==> config.mk <==
export PLATFORM = sky130hd
export DESIGN_NAME = capture_trigger_arm_controller_top_flat
export DESIGN_NICKNAME = d
export VERILOG_FILES = /design/src/rtl/ctac_pkg.sv /design/src/rtl/ctac_in_if.sv /design/src/rtl/ctac_out_if.sv /design/src/rtl/capture_trigger_arm_controller_top.sv /design/src/flat_wrapper.sv
export SDC_FILE = /design/constraint.sdc
export NUM_CORES = 1
export LEC_CHECK = 0
export ABC_AREA = 1
export BUFFER_PORTS_ARGS = -buffer_cell sky130_fd_sc_hd__buf_2
export CORE_MARGIN = 3
export CORE_UTILIZATION = 51
export CTS_CLUSTER_SIZE = 8
export DETAILED_ROUTE_END_ITERATION = 7
export GPL_ROUTABILITY_DRIVEN = 1
export PLACE_DENSITY = 0.75
export SYNTH_ARGS = -nofsm -noshare
export SYNTH_HDL_FRONTEND = slang
export SYNTH_SLANG_ARGS = --single-unit
==> constraint.sdc <==
create_clock -name clk -period 2.56 [get_ports clk]
set_clock_uncertainty 0.1 [all_clocks]
set_input_delay 0.256 -clock clk [delete_from_list [all_inputs] [get_ports clk]]
set_output_delay 0.256 -clock clk [all_outputs]
set_load 0.01 [all_outputs]
==> src/rtl/ctac_pkg.sv <==
`default_nettype none

package ctac_pkg;

  // request kinds
  localparam logic [1:0] KIND_ARM    = 2'd0;
  localparam logic [1:0] KIND_STOP   = 2'd1;
  localparam logic [1:0] KIND_SELECT = 2'd2;
  localparam logic [1:0] KIND_POLL   = 2'd3;

  // targets
  localparam logic TGT_DDR = 1'b0;
  localparam logic TGT_BUF = 1'b1;

  // rearm modes
  localparam logic [1:0] MODE_NORMAL   = 2'd0;
  localparam logic [1:0] MODE_STOPPED  = 2'd1;
  localparam logic [1:0] MODE_DEFERRED = 2'd2;

  // statuses
  localparam logic [1:0] ST_READY = 2'd0;
  localparam logic [1:0] ST_ARMED = 2'd1;
  localparam logic [1:0] ST_BUSY  = 2'd2;

  // sequencer sources
  localparam logic [1:0] SEQ_NONE = 2'd0;
  localparam logic [1:0] SEQ_BUF  = 2'd1;
  localparam logic [1:0] SEQ_DDR  = 2'd2;

  // configuration register indexes
  localparam int unsigned CFG_IDX_W = 2;
  localparam int unsigned CFG_DATA_W = 2;
  localparam logic [CFG_IDX_W-1:0] CFG_SYNC_MODE  = 2'd0;
  localparam logic [CFG_IDX_W-1:0] CFG_DDR_REARM  = 2'd1;
  localparam logic [CFG_IDX_W-1:0] CFG_BUF_REARM  = 2'd2;
  localparam logic [CFG_IDX_W-1:0] CFG_SEQ_SOURCE = 2'd3;

  typedef struct packed {
    logic       sync_mode;
    logic       ddr_auto_rearm;
    logic       buf_auto_rearm;
    logic [1:0] seq_source;
  } cfg_t;

  typedef struct packed {
    logic       ddr_arm_flag;
    logic       buf_arm_flag;
    logic       seq_armed;
    logic       ddr_ext;
    logic       buf_ext;
    logic [1:0] ddr_mode;
    logic [1:0] buf_mode;
  } ctl_t;

  typedef struct packed {
    logic [1:0] kind;
    logic       target_sel;
    logic       new_external;
    logic       hw_ddr_armed;
    logic       hw_ddr_busy;
    logic       hw_ddr_iq;
    logic       hw_buf_armed;
    logic       hw_buf_busy;
    logic       hw_buf_iq;
    logic       hw_seq_busy;
    logic [1:0] hw_seq_source;
  } req_t;

  typedef struct packed {
    logic       fire_ddr;
    logic       fire_buf;
    logic       fire_seq;
    logic       fire_external;
    logic       stop_ddr;
    logic       stop_buf;
    logic [1:0] ddr_st;
    logic [1:0] buf_st;
    logic [1:0] seq_st;
    logic       ddr_done;
    logic       buf_done;
    logic       last;
  } res_t;

  typedef struct packed {
    ctl_t ctl;
    logic f_ddr;
    logic f_buf;
    logic f_seq;
    logic f_ext;
  } arm_t;

  function automatic logic may_arm(ctl_t s, cfg_t c, logic self, logic t, logic ext,
                                   logic auto_req);
    logic       ok;
    logic       t_ext;
    logic       t_armed;
    logic       t_auto;
    logic [1:0] t_mode;
    t_ext   = t ? s.buf_ext : s.ddr_ext;
    t_armed = t ? s.buf_arm_flag : s.ddr_arm_flag;
    t_auto  = t ? c.buf_auto_rearm : c.ddr_auto_rearm;
    t_mode  = t ? s.buf_mode : s.ddr_mode;
    ok = (t_ext == ext) && !t_armed && (c.sync_mode || (self == t));
    if (!auto_req) begin
      return ok;
    end
    case (t_mode)
      MODE_NORMAL:   return ok && t_auto;
      MODE_DEFERRED: return ok;
      default:       return 1'b0;
    endcase
  endfunction

  function automatic arm_t arm_request(ctl_t s, cfg_t c, logic t, logic auto_req);
    arm_t r;
    logic ext;
    logic a_ddr;
    logic a_buf;
    logic a_seq;
    logic busy;
    r     = '0;
    r.ctl = s;
    ext   = t ? s.buf_ext : s.ddr_ext;
    a_ddr = may_arm(s, c, t, TGT_DDR, ext, auto_req);
    a_buf = may_arm(s, c, t, TGT_BUF, ext, auto_req);
    a_seq = ((c.seq_source == SEQ_BUF) && a_buf) || ((c.seq_source == SEQ_DDR) && a_ddr);
    busy  = c.sync_mode && (((s.ddr_ext == ext) && s.ddr_arm_flag) ||
                            ((s.buf_ext == ext) && s.buf_arm_flag));
    if (busy) begin
      // partner still capturing: remember the arm for the next rearm
      if (may_arm(s, c, t, t, ext, auto_req)) begin
        if (t) r.ctl.buf_mode = MODE_DEFERRED;
        else   r.ctl.ddr_mode = MODE_DEFERRED;
      end
    end else begin
      if (a_ddr) begin
        r.ctl.ddr_arm_flag = 1'b1;
        r.ctl.ddr_mode     = MODE_NORMAL;
      end
      if (a_buf) begin
        r.ctl.buf_arm_flag = 1'b1;
        r.ctl.buf_mode     = MODE_NORMAL;
      end
      if (a_seq) r.ctl.seq_armed = 1'b1;
      r.f_ddr = a_ddr;
      r.f_buf = a_buf;
      r.f_seq = a_seq;
      r.f_ext = (a_ddr || a_buf) ? ext : 1'b0;
    end
    return r;
  endfunction

  function automatic logic [1:0] status_of(logic armed, logic busy);
    return armed ? ST_ARMED : (busy ? ST_BUSY : ST_READY);
  endfunction

endpackage

`default_nettype wire

==> src/rtl/ctac_in_if.sv <==
`default_nettype none

interface ctac_in_if;
  logic       valid;
  logic       ready;
  logic [1:0] kind;
  logic       target_sel;
  logic       new_external;
  logic       hw_ddr_armed;
  logic       hw_ddr_busy;
  logic       hw_ddr_iq;
  logic       hw_buf_armed;
  logic       hw_buf_busy;
  logic       hw_buf_iq;
  logic       hw_seq_busy;
  logic [1:0] hw_seq_source;

  modport source (
    output valid, kind, target_sel, new_external, hw_ddr_armed, hw_ddr_busy, hw_ddr_iq,
           hw_buf_armed, hw_buf_busy, hw_buf_iq, hw_seq_busy, hw_seq_source,
    input  ready
  );
  modport sink (
    input  valid, kind, target_sel, new_external, hw_ddr_armed, hw_ddr_busy, hw_ddr_iq,
           hw_buf_armed, hw_buf_busy, hw_buf_iq, hw_seq_busy, hw_seq_source,
    output ready
  );
endinterface

`default_nettype wire

==> src/rtl/ctac_out_if.sv <==
`default_nettype none

interface ctac_out_if;
  logic       valid;
  logic       ready;
  logic       fire_ddr;
  logic       fire_buf;
  logic       fire_seq;
  logic       fire_external;
  logic       stop_ddr;
  logic       stop_buf;
  logic [1:0] ddr_st;
  logic [1:0] buf_st;
  logic [1:0] seq_st;
  logic       ddr_done;
  logic       buf_done;
  logic       last;

  modport source (
    output valid, fire_ddr, fire_buf, fire_seq, fire_external, stop_ddr, stop_buf,
           ddr_st, buf_st, seq_st, ddr_done, buf_done, last,
    input  ready
  );
  modport sink (
    input  valid, fire_ddr, fire_buf, fire_seq, fire_external, stop_ddr, stop_buf,
           ddr_st, buf_st, seq_st, ddr_done, buf_done, last,
    output ready
  );
endinterface

`default_nettype wire

==> src/rtl/capture_trigger_arm_controller_top.sv <==
// A request taken in is held in the input register, then its results go to the result register;
// a full result register or a pending second poll result holds it in the input register.
// One request per cycle while results drain; a poll that sees both captures complete gives
// two results, and the second waits in its own register behind the first.
// Reset (rst_n low, synchronous): configuration, armed flags, sources, modes and valid
// flags clear; the data registers are not reset.
`default_nettype none

module capture_trigger_arm_controller_top (
  input  wire logic                            clk,
  input  wire logic                            rst_n,
  ctac_in_if.sink                              in_ch,
  ctac_out_if.source                           out_ch,
  input  wire logic                            cfg_we,
  input  wire logic [ctac_pkg::CFG_IDX_W-1:0]  cfg_index,
  input  wire logic [ctac_pkg::CFG_DATA_W-1:0] cfg_data
);

  ctac_pkg::cfg_t cfg_r;
  ctac_pkg::ctl_t ctl_r, ctl_nxt;
  ctac_pkg::req_t req_r;
  ctac_pkg::res_t out_r, sec_r, res0, res1;
  logic           req_v_r, out_v_r, sec_v_r;
  logic           two_res;
  logic           proc;

  ctac_pkg::arm_t arm_a, arm_b;
  ctac_pkg::ctl_t ctl_clr;
  logic [1:0]     ds, bs, ss;
  logic           d_ready, b_ready, s_ready;

  assign proc        = req_v_r && !sec_v_r && (!out_v_r || out_ch.ready);
  assign in_ch.ready = !req_v_r || proc;

  always_comb begin
    ds = ctac_pkg::status_of(req_r.hw_ddr_armed,
           (req_r.hw_ddr_busy && !req_r.hw_ddr_iq) ||
           (req_r.hw_seq_busy && (req_r.hw_seq_source == ctac_pkg::SEQ_DDR)));
    bs = ctac_pkg::status_of(req_r.hw_buf_armed,
           (req_r.hw_buf_busy && !req_r.hw_buf_iq) ||
           (req_r.hw_buf_busy && req_r.hw_buf_iq && req_r.hw_seq_busy) ||
           (req_r.hw_seq_busy && (req_r.hw_seq_source == ctac_pkg::SEQ_BUF)));
    ss = ctac_pkg::status_of(
           ((req_r.hw_seq_source == ctac_pkg::SEQ_BUF) && req_r.hw_buf_armed) ||
           ((req_r.hw_seq_source == ctac_pkg::SEQ_DDR) && req_r.hw_ddr_armed),
           req_r.hw_seq_busy);
    d_ready = ctl_r.ddr_arm_flag && (ds == ctac_pkg::ST_READY);
    b_ready = ctl_r.buf_arm_flag && (bs == ctac_pkg::ST_READY);
    s_ready = ctl_r.seq_armed && (ss == ctac_pkg::ST_READY);

    ctl_clr = ctl_r;
    if (d_ready) ctl_clr.ddr_arm_flag = 1'b0;
    if (b_ready) ctl_clr.buf_arm_flag = 1'b0;
    if (s_ready) ctl_clr.seq_armed = 1'b0;

    // DDR rearms first; BUF rearm sees what the DDR rearm left
    arm_a = ctac_pkg::arm_request(ctl_clr, cfg_r, ctac_pkg::TGT_DDR, 1'b1);
    if (!d_ready) arm_a.ctl = ctl_clr;
    arm_b = ctac_pkg::arm_request(arm_a.ctl, cfg_r, ctac_pkg::TGT_BUF, 1'b1);
  end

  always_comb begin
    ctac_pkg::arm_t arm_m;
    arm_m   = ctac_pkg::arm_request(ctl_r, cfg_r, req_r.target_sel, 1'b0);
    ctl_nxt = ctl_r;
    res0    = '0;
    res1    = '0;
    two_res = 1'b0;
    case (req_r.kind)
      ctac_pkg::KIND_ARM: begin
        ctl_nxt            = arm_m.ctl;
        res0.fire_ddr      = arm_m.f_ddr;
        res0.fire_buf      = arm_m.f_buf;
        res0.fire_seq      = arm_m.f_seq;
        res0.fire_external = arm_m.f_ext;
        res0.last          = 1'b1;
      end
      ctac_pkg::KIND_STOP, ctac_pkg::KIND_SELECT: begin
        if (req_r.target_sel) begin
          ctl_nxt.buf_mode     = ctac_pkg::MODE_STOPPED;
          ctl_nxt.buf_arm_flag = 1'b0;
          res0.stop_buf        = 1'b1;
          if (req_r.kind == ctac_pkg::KIND_SELECT) ctl_nxt.buf_ext = req_r.new_external;
        end else begin
          ctl_nxt.ddr_mode     = ctac_pkg::MODE_STOPPED;
          ctl_nxt.ddr_arm_flag = 1'b0;
          res0.stop_ddr        = 1'b1;
          if (req_r.kind == ctac_pkg::KIND_SELECT) ctl_nxt.ddr_ext = req_r.new_external;
        end
        res0.last = 1'b1;
      end
      ctac_pkg::KIND_POLL: begin
        two_res       = d_ready && b_ready;
        res0.ddr_st   = ds;
        res0.buf_st   = bs;
        res0.seq_st   = ss;
        res0.ddr_done = d_ready;
        res0.buf_done = b_ready;
        res1.ddr_st   = ds;
        res1.buf_st   = bs;
        res1.seq_st   = ss;
        res1.last     = 1'b1;
        ctl_nxt       = arm_a.ctl;
        if (d_ready) begin
          res0.fire_ddr      = arm_a.f_ddr;
          res0.fire_buf      = arm_a.f_buf;
          res0.fire_seq      = arm_a.f_seq;
          res0.fire_external = arm_a.f_ext;
        end
        if (b_ready) begin
          ctl_nxt = arm_b.ctl;
          if (two_res) begin
            res1.fire_ddr      = arm_b.f_ddr;
            res1.fire_buf      = arm_b.f_buf;
            res1.fire_seq      = arm_b.f_seq;
            res1.fire_external = arm_b.f_ext;
          end else begin
            res0.fire_ddr      = arm_b.f_ddr;
            res0.fire_buf      = arm_b.f_buf;
            res0.fire_seq      = arm_b.f_seq;
            res0.fire_external = arm_b.f_ext;
          end
        end
        res0.last = !two_res;
      end
      default: begin
        res0.last = 1'b1;
      end
    endcase
  end

  always_ff @(posedge clk) begin
    if (!rst_n) begin
      cfg_r   <= '0;
      ctl_r   <= '0;
      req_v_r <= 1'b0;
      out_v_r <= 1'b0;
      sec_v_r <= 1'b0;
    end else begin
      if (cfg_we) begin
        case (cfg_index)
          ctac_pkg::CFG_SYNC_MODE:  cfg_r.sync_mode      <= cfg_data[0];
          ctac_pkg::CFG_DDR_REARM:  cfg_r.ddr_auto_rearm <= cfg_data[0];
          ctac_pkg::CFG_BUF_REARM:  cfg_r.buf_auto_rearm <= cfg_data[0];
          ctac_pkg::CFG_SEQ_SOURCE: cfg_r.seq_source     <= cfg_data[1:0];
          default: ;
        endcase
      end
      if (in_ch.valid && in_ch.ready) begin
        req_v_r <= 1'b1;
      end else if (proc) begin
        req_v_r <= 1'b0;
      end
      if (proc) begin
        ctl_r   <= ctl_nxt;
        out_v_r <= 1'b1;
        sec_v_r <= two_res;
      end else if (out_v_r && out_ch.ready) begin
        out_v_r <= sec_v_r;
        sec_v_r <= 1'b0;
      end
    end
  end

  always_ff @(posedge clk) begin
    if (in_ch.valid && in_ch.ready) begin
      req_r.kind          <= in_ch.kind;
      req_r.target_sel    <= in_ch.target_sel;
      req_r.new_external  <= in_ch.new_external;
      req_r.hw_ddr_armed  <= in_ch.hw_ddr_armed;
      req_r.hw_ddr_busy   <= in_ch.hw_ddr_busy;
      req_r.hw_ddr_iq     <= in_ch.hw_ddr_iq;
      req_r.hw_buf_armed  <= in_ch.hw_buf_armed;
      req_r.hw_buf_busy   <= in_ch.hw_buf_busy;
      req_r.hw_buf_iq     <= in_ch.hw_buf_iq;
      req_r.hw_seq_busy   <= in_ch.hw_seq_busy;
      req_r.hw_seq_source <= in_ch.hw_seq_source;
    end
    if (proc) begin
      out_r <= res0;
      sec_r <= res1;
    end else if (out_v_r && out_ch.ready && sec_v_r) begin
      out_r <= sec_r;
    end
  end

  assign out_ch.valid         = out_v_r;
  assign out_ch.fire_ddr      = out_r.fire_ddr;
  assign out_ch.fire_buf      = out_r.fire_buf;
  assign out_ch.fire_seq      = out_r.fire_seq;
  assign out_ch.fire_external = out_r.fire_external;
  assign out_ch.stop_ddr      = out_r.stop_ddr;
  assign out_ch.stop_buf      = out_r.stop_buf;
  assign out_ch.ddr_st        = out_r.ddr_st;
  assign out_ch.buf_st        = out_r.buf_st;
  assign out_ch.seq_st        = out_r.seq_st;
  assign out_ch.ddr_done      = out_r.ddr_done;
  assign out_ch.buf_done      = out_r.buf_done;
  assign out_ch.last          = out_r.last;

  // second poll result never waits without a first one ahead of it
  a_sec_behind_out: assert property (@(posedge clk) disable iff (!rst_n)
    sec_v_r |-> out_v_r)
    else $error("second result pending with empty result register");

  a_first_not_last: assert property (@(posedge clk) disable iff (!rst_n)
    (out_v_r && !out_r.last) |-> sec_v_r)
    else $error("result without last flag has no follower");

  a_sec_is_last: assert property (@(posedge clk) disable iff (!rst_n)
    sec_v_r |-> (sec_r.last && !sec_r.ddr_done && !sec_r.buf_done))
    else $error("second poll result malformed");

  a_mode_legal: assert property (@(posedge clk) disable iff (!rst_n)
    ((ctl_r.ddr_mode == ctac_pkg::MODE_NORMAL) ||
     (ctl_r.ddr_mode == ctac_pkg::MODE_STOPPED) ||
     (ctl_r.ddr_mode == ctac_pkg::MODE_DEFERRED)) &&
    ((ctl_r.buf_mode == ctac_pkg::MODE_NORMAL) ||
     (ctl_r.buf_mode == ctac_pkg::MODE_STOPPED) ||
     (ctl_r.buf_mode == ctac_pkg::MODE_DEFERRED)))
    else $error("rearm mode out of range");

endmodule

`default_nettype wire
==> src/flat_wrapper.sv <==
// flat-port wrapper written by rule: the top's interface ports become plain ports
module capture_trigger_arm_controller_top_flat 
  (clk, rst_n, cfg_we, cfg_index, cfg_data, in_ch_valid, in_ch_kind, in_ch_target_sel, in_ch_new_external, in_ch_hw_ddr_armed, in_ch_hw_ddr_busy, in_ch_hw_ddr_iq, in_ch_hw_buf_armed, in_ch_hw_buf_busy, in_ch_hw_buf_iq, in_ch_hw_seq_busy, in_ch_hw_seq_source, in_ch_ready, out_ch_valid, out_ch_fire_ddr, out_ch_fire_buf, out_ch_fire_seq, out_ch_fire_external, out_ch_stop_ddr, out_ch_stop_buf, out_ch_ddr_st, out_ch_buf_st, out_ch_seq_st, out_ch_ddr_done, out_ch_buf_done, out_ch_last, out_ch_ready);
  ctac_in_if in_ch_i ();
  ctac_out_if out_ch_i ();
  input  wire logic clk;
  input  wire logic rst_n;
  input  wire logic cfg_we;
  input  wire logic [ctac_pkg::CFG_IDX_W-1:0] cfg_index;
  input  wire logic [ctac_pkg::CFG_DATA_W-1:0] cfg_data;
  input wire logic [$bits(in_ch_i.valid)-1:0] in_ch_valid;
  input wire logic [$bits(in_ch_i.kind)-1:0] in_ch_kind;
  input wire logic [$bits(in_ch_i.target_sel)-1:0] in_ch_target_sel;
  input wire logic [$bits(in_ch_i.new_external)-1:0] in_ch_new_external;
  input wire logic [$bits(in_ch_i.hw_ddr_armed)-1:0] in_ch_hw_ddr_armed;
  input wire logic [$bits(in_ch_i.hw_ddr_busy)-1:0] in_ch_hw_ddr_busy;
  input wire logic [$bits(in_ch_i.hw_ddr_iq)-1:0] in_ch_hw_ddr_iq;
  input wire logic [$bits(in_ch_i.hw_buf_armed)-1:0] in_ch_hw_buf_armed;
  input wire logic [$bits(in_ch_i.hw_buf_busy)-1:0] in_ch_hw_buf_busy;
  input wire logic [$bits(in_ch_i.hw_buf_iq)-1:0] in_ch_hw_buf_iq;
  input wire logic [$bits(in_ch_i.hw_seq_busy)-1:0] in_ch_hw_seq_busy;
  input wire logic [$bits(in_ch_i.hw_seq_source)-1:0] in_ch_hw_seq_source;
  output wire logic [$bits(in_ch_i.ready)-1:0] in_ch_ready;
  output wire logic [$bits(out_ch_i.valid)-1:0] out_ch_valid;
  output wire logic [$bits(out_ch_i.fire_ddr)-1:0] out_ch_fire_ddr;
  output wire logic [$bits(out_ch_i.fire_buf)-1:0] out_ch_fire_buf;
  output wire logic [$bits(out_ch_i.fire_seq)-1:0] out_ch_fire_seq;
  output wire logic [$bits(out_ch_i.fire_external)-1:0] out_ch_fire_external;
  output wire logic [$bits(out_ch_i.stop_ddr)-1:0] out_ch_stop_ddr;
  output wire logic [$bits(out_ch_i.stop_buf)-1:0] out_ch_stop_buf;
  output wire logic [$bits(out_ch_i.ddr_st)-1:0] out_ch_ddr_st;
  output wire logic [$bits(out_ch_i.buf_st)-1:0] out_ch_buf_st;
  output wire logic [$bits(out_ch_i.seq_st)-1:0] out_ch_seq_st;
  output wire logic [$bits(out_ch_i.ddr_done)-1:0] out_ch_ddr_done;
  output wire logic [$bits(out_ch_i.buf_done)-1:0] out_ch_buf_done;
  output wire logic [$bits(out_ch_i.last)-1:0] out_ch_last;
  input wire logic [$bits(out_ch_i.ready)-1:0] out_ch_ready;
  assign in_ch_i.valid = in_ch_valid;
  assign in_ch_i.kind = in_ch_kind;
  assign in_ch_i.target_sel = in_ch_target_sel;
  assign in_ch_i.new_external = in_ch_new_external;
  assign in_ch_i.hw_ddr_armed = in_ch_hw_ddr_armed;
  assign in_ch_i.hw_ddr_busy = in_ch_hw_ddr_busy;
  assign in_ch_i.hw_ddr_iq = in_ch_hw_ddr_iq;
  assign in_ch_i.hw_buf_armed = in_ch_hw_buf_armed;
  assign in_ch_i.hw_buf_busy = in_ch_hw_buf_busy;
  assign in_ch_i.hw_buf_iq = in_ch_hw_buf_iq;
  assign in_ch_i.hw_seq_busy = in_ch_hw_seq_busy;
  assign in_ch_i.hw_seq_source = in_ch_hw_seq_source;
  assign in_ch_ready = in_ch_i.ready;
  assign out_ch_valid = out_ch_i.valid;
  assign out_ch_fire_ddr = out_ch_i.fire_ddr;
  assign out_ch_fire_buf = out_ch_i.fire_buf;
  assign out_ch_fire_seq = out_ch_i.fire_seq;
  assign out_ch_fire_external = out_ch_i.fire_external;
  assign out_ch_stop_ddr = out_ch_i.stop_ddr;
  assign out_ch_stop_buf = out_ch_i.stop_buf;
  assign out_ch_ddr_st = out_ch_i.ddr_st;
  assign out_ch_buf_st = out_ch_i.buf_st;
  assign out_ch_seq_st = out_ch_i.seq_st;
  assign out_ch_ddr_done = out_ch_i.ddr_done;
  assign out_ch_buf_done = out_ch_i.buf_done;
  assign out_ch_last = out_ch_i.last;
  assign out_ch_i.ready = out_ch_ready;
  capture_trigger_arm_controller_top u_core (.clk(clk), .rst_n(rst_n), .in_ch(in_ch_i), .out_ch(out_ch_i), .cfg_we(cfg_we), .cfg_index(cfg_index), .cfg_data(cfg_data));
endmodule
## Word level (Yosys, flattened, before mapping)

Cells that the tools add are included.

| storage, ports and cells | value |
|---|---|
| output and inout bits | 17 |
| bits in registers | 56 |
| logic and storage cells | 265 |
| bits of input ports | 22 |

| operators by class | value |
|---|---|
| equality and inequality tests | 31 |
| mux-type cells | 86 |
| reductions and logical operators | 101 |
| bitwise gates (word level) | 2 |

Operator list:

| kind | number |
|---|---|
| $logic_and 1x1->1 | 43 |
| $mux 2 | 21 |
| $mux 1 | 38 |
| $mux 4 | 8 |
| $mux 15 | 2 |
| $eq 2x2->1 const B | 11 |
| $logic_not 2->1 | 10 |
| $reduce_and 4->1 | 5 |
| $mux 9 | 2 |
| $pmux 6 s3 | 1 |
| $logic_or 1x1->1 | 17 |
| $pmux 1 s2 | 7 |
| $logic_not 1->1 | 13 |
| $ne 2x1->1 const B | 5 |
| $reduce_and 5->1 | 2 |
| $mux 3 | 3 |
| $eq 2x1->1 const B | 4 |
| $mux 8 | 1 |
| $pmux 4 s2 | 1 |
| $reduce_and 2->1 | 4 |
| $reduce_bool 2->1 | 4 |
| $mux 6 | 1 |
| $ne 3x1->1 const B | 2 |
| $ne 3x3->1 const B | 2 |
| 8 further kinds | 13 |

## Depth between registers and ports, before layout

| logic depth | value |
|---|---|
| depth in word-level cells | 31 |
| mapped depth | 14 |
| depth with buffers taken out | 14 |

## Worst setup path after synthesis

OpenSTA, ideal clock, no wires.

| path | value |
|---|---|
| path type | flip-flop to flip-flop |
| start | reg u_core.sec_v_r |
| end | reg u_core.req_r[0] (netlist bit) (enable) |
| setup time | 0.387 ns |
| path buffers | 2 |
| cell stages (with the launch flop) | 8 |
| arrival time | 1.904 ns |
| path slack | 0.169 ns |
| cell sequence | dfxtp_1 > inv_1 > nand2_1 > nor2_4 > inv_2 > clkbuf_1 > buf_1 > a21oi_1 |

| between the ends | value |
|---|---|
| longest elaborated chain between the ends | 5 |

Ends and longest elaborated chain:

| element | RTL line | source |
|---|---|---|
| start: declaration | capture_trigger_arm_controller_top.sv:23 | `logic req_v_r, out_v_r, sec_v_r;` |
| start signal: assignment | capture_trigger_arm_controller_top.sv:157 | `sec_v_r <= two_res;` |
| $logic_not 1->1 | capture_trigger_arm_controller_top.sv:32 | `assign proc = req_v_r && !sec_v_r && (!out_v_r \|\| out_ch.ready);` |
| $logic_and 1x1->1 (2 in a row) | capture_trigger_arm_controller_top.sv:32 |  |
| net u_core.proc | capture_trigger_arm_controller_top.sv:25 | `logic proc;` |
| $logic_or 1x1->1 | capture_trigger_arm_controller_top.sv:33 | `assign in_ch.ready = !req_v_r \|\| proc;` |
| $logic_and 1x1->1 | capture_trigger_arm_controller_top.sv:166 | `if (in_ch.valid && in_ch.ready) begin` |
| end: declaration | capture_trigger_arm_controller_top.sv:21 | `ctac_pkg::req_t req_r;` |

The timed path passes the listed nets, and every way through them passes these cells.
A chain may end at the register's enable or synchronous reset.

## Final worst setup path

| path | value |
|---|---|
| start | reg u_core.req_r[2] (netlist bit) |
| end | reg u_core.out_r (netlist bit u_core.out_ch.fire_buf), data pin |

| between the ends | value |
|---|---|
| longest elaborated chain between the ends | 24 |

Ends and longest elaborated chain:

| element | RTL line | source |
|---|---|---|
| $logic_and 1x1->1 | capture_trigger_arm_controller_top.sv:41 | `(req_r.hw_buf_busy && req_r.hw_buf_iq && req_r.hw_seq_busy) \|\|` |
| $logic_or 1x1->1 | capture_trigger_arm_controller_top.sv:40 | `(req_r.hw_buf_busy && !req_r.hw_buf_iq) \|\|` |
| $logic_or 1x1->1 | capture_trigger_arm_controller_top.sv:41 |  |
| $mux 2 (2 in a row) | ctac_pkg.sv:154 | `return armed ? ST_ARMED : (busy ? ST_BUSY : ST_READY);` |
| $logic_not 2->1 | capture_trigger_arm_controller_top.sv:48 | `b_ready = ctl_r.buf_arm_flag && (bs == ctac_pkg::ST_READY);` |
| $logic_and 1x1->1 | capture_trigger_arm_controller_top.sv:48 |  |
| $mux 1 | capture_trigger_arm_controller_top.sv:53 | `if (b_ready) ctl_clr.buf_arm_flag = 1'b0;` |
| $logic_not 1->1 | ctac_pkg.sv:103 | `ok = (t_ext == ext) && !t_armed && (c.sync_mode \|\| (self == t));` |
| (+7 left out) | -- |  |
| $logic_not 1->1 | ctac_pkg.sv:103 |  |
| $logic_and 1x1->1 | ctac_pkg.sv:108 | `MODE_NORMAL: return ok && t_auto;` |
| $pmux 1 s2 | ctac_pkg.sv:107 | `case (t_mode)` |
| $mux 4 | ctac_pkg.sv:129 | `if (busy) begin` |
| $mux 4 | capture_trigger_arm_controller_top.sv:112 | `if (two_res) begin` |
| $mux 4 (*) | capture_trigger_arm_controller_top.sv:110 | `if (b_ready) begin` |
| $pmux 4 s2 (*) | capture_trigger_arm_controller_top.sv:69 | `case (req_r.kind)` |
| $mux 15 (*) | capture_trigger_arm_controller_top.sv:179 | `if (proc) begin` |
| end signal: assignment | capture_trigger_arm_controller_top.sv:180 | `out_r <= res0;` |
| end signal: assignment | capture_trigger_arm_controller_top.sv:183 | `out_r <= sec_r;` |
| end: declaration | capture_trigger_arm_controller_top.sv:22 | `ctac_pkg::res_t out_r, sec_r, res0, res1;` |

Mark *: on every way between the ends. The rest lies on a longest branch, timed or not.

==> results.txt <==
----------------------------------------------------
[Synthesis]
  Post-Synth XOR/XNOR Area ... 0%
  Synthesized instance count ... around 310
  Synthesized area ... 2780 um2
  Synthesized net count ... 339
  Number of synthesized register bits ... 55
  Share of synthesized cell area in full adder, half adder and majority cells ... 1.35%
  Share of synthesized area occupied by flip-flops and latches ... 53.6%
  Multiplexer share of the synthesized area ... 0%
  Share of the synthesized area in compound gates (AO/OA/AOI/OAI) ... between 10% and 20%
  Per-instance average area after synthesis ... just under 9 um2
  Cell type with the largest total area after synthesis ... edfxtp_1
  Combinational family with the most area after synthesis ... simple AND/OR/NAND/NOR gates
  Synth top area cells ... edfxtp_1, dfxtp_1, nand2_1
  Synthesis Warnings ... 0
  Simple-gate portion of the synthesized area ... 25.5%
  Number of distinct standard cells referenced by the synthesized netlist ... 38
  Share of Yosys cell area claimed by the top area cell type ... 42.1%

[Drt]
  First-pass iteration count of the detailed router ... 6
  Routed length per placed instance ... 13.3 um
  Starting DRT DRC Count ... between 200 and 250
  Via density ... 5.18
  Post-detailed-route DRC marker count ... 0
  Total length of routed wires ... 5800 um
  Via count ... 2252
  Post-route antenna net violation count ... 0

[Min path]
  Startpoint of the lowest-slack hold path ... in_ch_kind[1]
  Class of the tightest hold or removal check ... in -> reg

[Die]
  FP Rows ... 26
  Die Y ... 79.9 um
  Total I/O pin count ... 39
  Die ar. ... 6380 um2
  Initial Utilization ... between 50% and 60%
  Core outline area ... 5200 um2
  Width of the die ... 79.9 um

[Pwr]
  Portion of total power attributed to combinational logic ... 15.4%
  Maximum ir drop on the vdd rail ... 0.000296 V
  Clock power share ... 26.8%
  Leakage power ... between 1 and 1.5 nW
  Sequential group share of total power ... a little under 60%
  Switching power summed over all nets ... 0.501 mW
  Cell area power density ... 562 nW/um2
  Switching portion of total power ... 27.7%
  Internal ... 1.31 mW

[Clocking]
  Setup bufs post-CTS ... 0
  Buffer type at the clock tree root ... clkbuf_8
  Clock net sink count ... 55
  Number of CTS-inserted buffers ... 5
  CTS clk-pin slew, worst paths ... 0.09 ns
  CTS max path bufs ... 2
  Number of gates resized after CTS ... 0
  Worst-Skew Late Latency ... 0.32 ns
  TritonCTS clock tree ... done
  Maximum level of the CTS H-tree ... 2
  # hold bufs at CTS ... 1

[Place]
  Quantity of I/O buffers inserted on ports ... 38
  Routability congestion estimate ... 0.945
  HPWL Detailed ... 4390 um

[Timing]
  Slew of the pin with the lowest slew margin ... approximately 0.68 ns
  Number of hold violations in the final report ... 0
  Upper clock frequency limit ... 456 MHz
  Post-layout min period ... 2.20 ns
  Unrepaired setup endpoints after global routing ... false
  Final setup violation count ... 0
  Summed negative setup slack over all endpoints ... 0 ns
  Final Slew Violations ... 0
  Hold Slack ... 0.0102 ns
  Worst rel slew slack ... 54.3%
  Post-route clock period utilization ... a little under nine tenths

[GRT]
  Remaining Overflow, GRT ... 0
  Vias in the first global route ... 1999
  Total routing resource utilization after global routing ... 19.2%
  Pin count of the biggest net entering global routing ... 22
  Number of antenna violations at the first check in global routing ... 0
  Wire length of the first global-routing pass ... 9370 um

[Setup path]
  Biggest fanout along the worst timing path ... 6
  Crit path largest cell delay ... approximately 0.43 ns
  Category of cells accounting for the largest share of critical-path delay ... simple AND/OR/NAND/NOR gates
  Worst Setup Path Type ... reg -> reg
  Cell with the largest stage delay on the worst path ... edfxtp_1
  Worst Setup SP ... u_core.req_r[2]$_DFFE_PP_
  Critical Path Source Type ... flip-flop
  Buffers & Inverters on Critical Path ... 1
  Chain of cells forming the critical path ... nand3_1 -> nand3_2 -> nor2_2 -> nand2_1 -> o2111ai_1 -> inv_1 -> nand4_1 -> nand2_1 -> nand2_1 -> nand2_1 -> nand2_1 -> nand2_1
  Required time at the worst-slack endpoint ... 2.54 ns
  Crit end category ... flip-flop
  Most frequent CP cell ... nand2_1
  Reg-to-reg startpoint ... u_core.req_r[2]$_DFFE_PP_
  Worst endpoint data arrival time ... 2.17 ns

[Outcome]
  Status ... finished clean

[Run]
  Maximum capacitance violations ... 0

[Layout]
  Area added between synthesis and finish ... 15.7%
  Filler instances ... between 400 and 500
  Ratio of cells with drive above 1 in the final layout ... 21.4%
  Inserted Diodes ... 0
  Net count reported at finish ... 389

----------------------------------------------------
[cell type report]
type | count | area (um2) | area share (%)
tap | 70 | 87.6 | 2.72
sequential | 55 | 1490 | 46.3
clock buffer | 5 | 68.8 | 2.14
timing repair buffer | 48 | 280 | 8.70
inverter | 48 | 180 | 5.59
clock inverter | 3 | 23.8 | 0.738
multi-input combinational | 206 | 1090 | 33.8
[synthesized netlist by cell type, drive strengths merged]
library cell  instances
o211ai                1
ha                    3
conb                  1
o21ai                31
or2                   2
dfxtp                16
edfxtp               39
clkbuf                3
a211oi                3
buf                   2
o21a                  1
nand2                74
a21oi                17
a22oi                 1
nand3                17
nand4                 5
o2111ai               1
a31oi                 4
nor2                 30
inv                  47
clkinv                1
nor3                 10
nor4                  5
[sequential cells by signal, summed over array words and instances (netlist names), 2 cells and up]
name                  flops
u_core.req_r             13
u_core.sec_r             11
u_core.ctl_clr            6
u_core.cfg_r              5
u_core.ctl_r              2
u_core.out_ch.buf_st      2
u_core.out_ch.ddr_st      2
u_core.out_ch.seq_st      2
[through the flow]
step	utilization [%]	total power, mW	setup slack [ns]	cells	area [um2]
after floorplan	-	1.25	0.169	314	2780
after global placement	58.9	1.33	0.427	421	3070
after detailed placement	58.9	1.34	0.407	421	3070
after CTS	60.9	1.82	0.393	430	3170
after global routing	61.9	1.91	0.152	435	3220
final	61.9	1.81	0.365	435	3220
[cell usage in the layout, fill, tap and decap left out, drive strengths merged]
cell type | Yosys | layout
a211oi | 3 | 3
a21oi | 17 | 17
a22oi | 1 | 1
a31oi | 4 | 4
buf | 2 | 42
clkbuf | 3 | 5
clkinv | 1 | 2
clkinvlp | 0 | 1
conb | 1 | 1
dfxtp | 16 | 16
dlygate4sd3 | 0 | 6
edfxtp | 39 | 39
ha | 3 | 3
inv | 47 | 48
nand2 | 74 | 74
nand3 | 17 | 17
nand4 | 5 | 5
nor2 | 30 | 30
nor3 | 10 | 10
nor4 | 5 | 5
o2111ai | 1 | 1
o211ai | 1 | 1
o21a | 1 | 1
o21ai | 31 | 31
or2 | 2 | 2
[power by group through the flow]
stage	logic, mW	clock network (mW)	registers, mW
after floorplan	0.178	0	1.07
after global placement	0.265	0	1.07
after detailed placement	0.268	0	1.07
after CTS	0.271	0.498	1.05
after global routing	0.312	0.544	1.05
final	0.279	0.485	1.05
[metal layers]
metal	global-route usage, %	vias up	routed length [um]
met4	6.93	0	99
li1	-	1152	-
met1	25.9	996	2660
met2	30.9	94	2680
met3	3.72	10	364
met5	0	-	0
[kinds of logic after synthesis]
| group | Yosys count |
|---|---|
| AO/OA/AOI/OAI | 59 |
| adder cells (fa/ha/maj) | 3 |
| buffers and inverters | 53 |
| flip-flops | 55 |
| other | 1 |
| AND/OR/NAND/NOR | 143 |
[final timing paths]
kind,slack [ns],depth (start not counted),endpoint
min,0.01,1,u_core.req_r[12]$_DFFE_PP_
min reg2reg,0.37,2,u_core.cfg_r[0]$_SDFFE_PN0P_
max reg2reg,0.36,12,u_core.out_ch.fire_buf$_DFFE_PP_
max,0.36,12,u_core.out_ch.fire_buf$_DFFE_PP_
(Power assumes the default switching activity.)
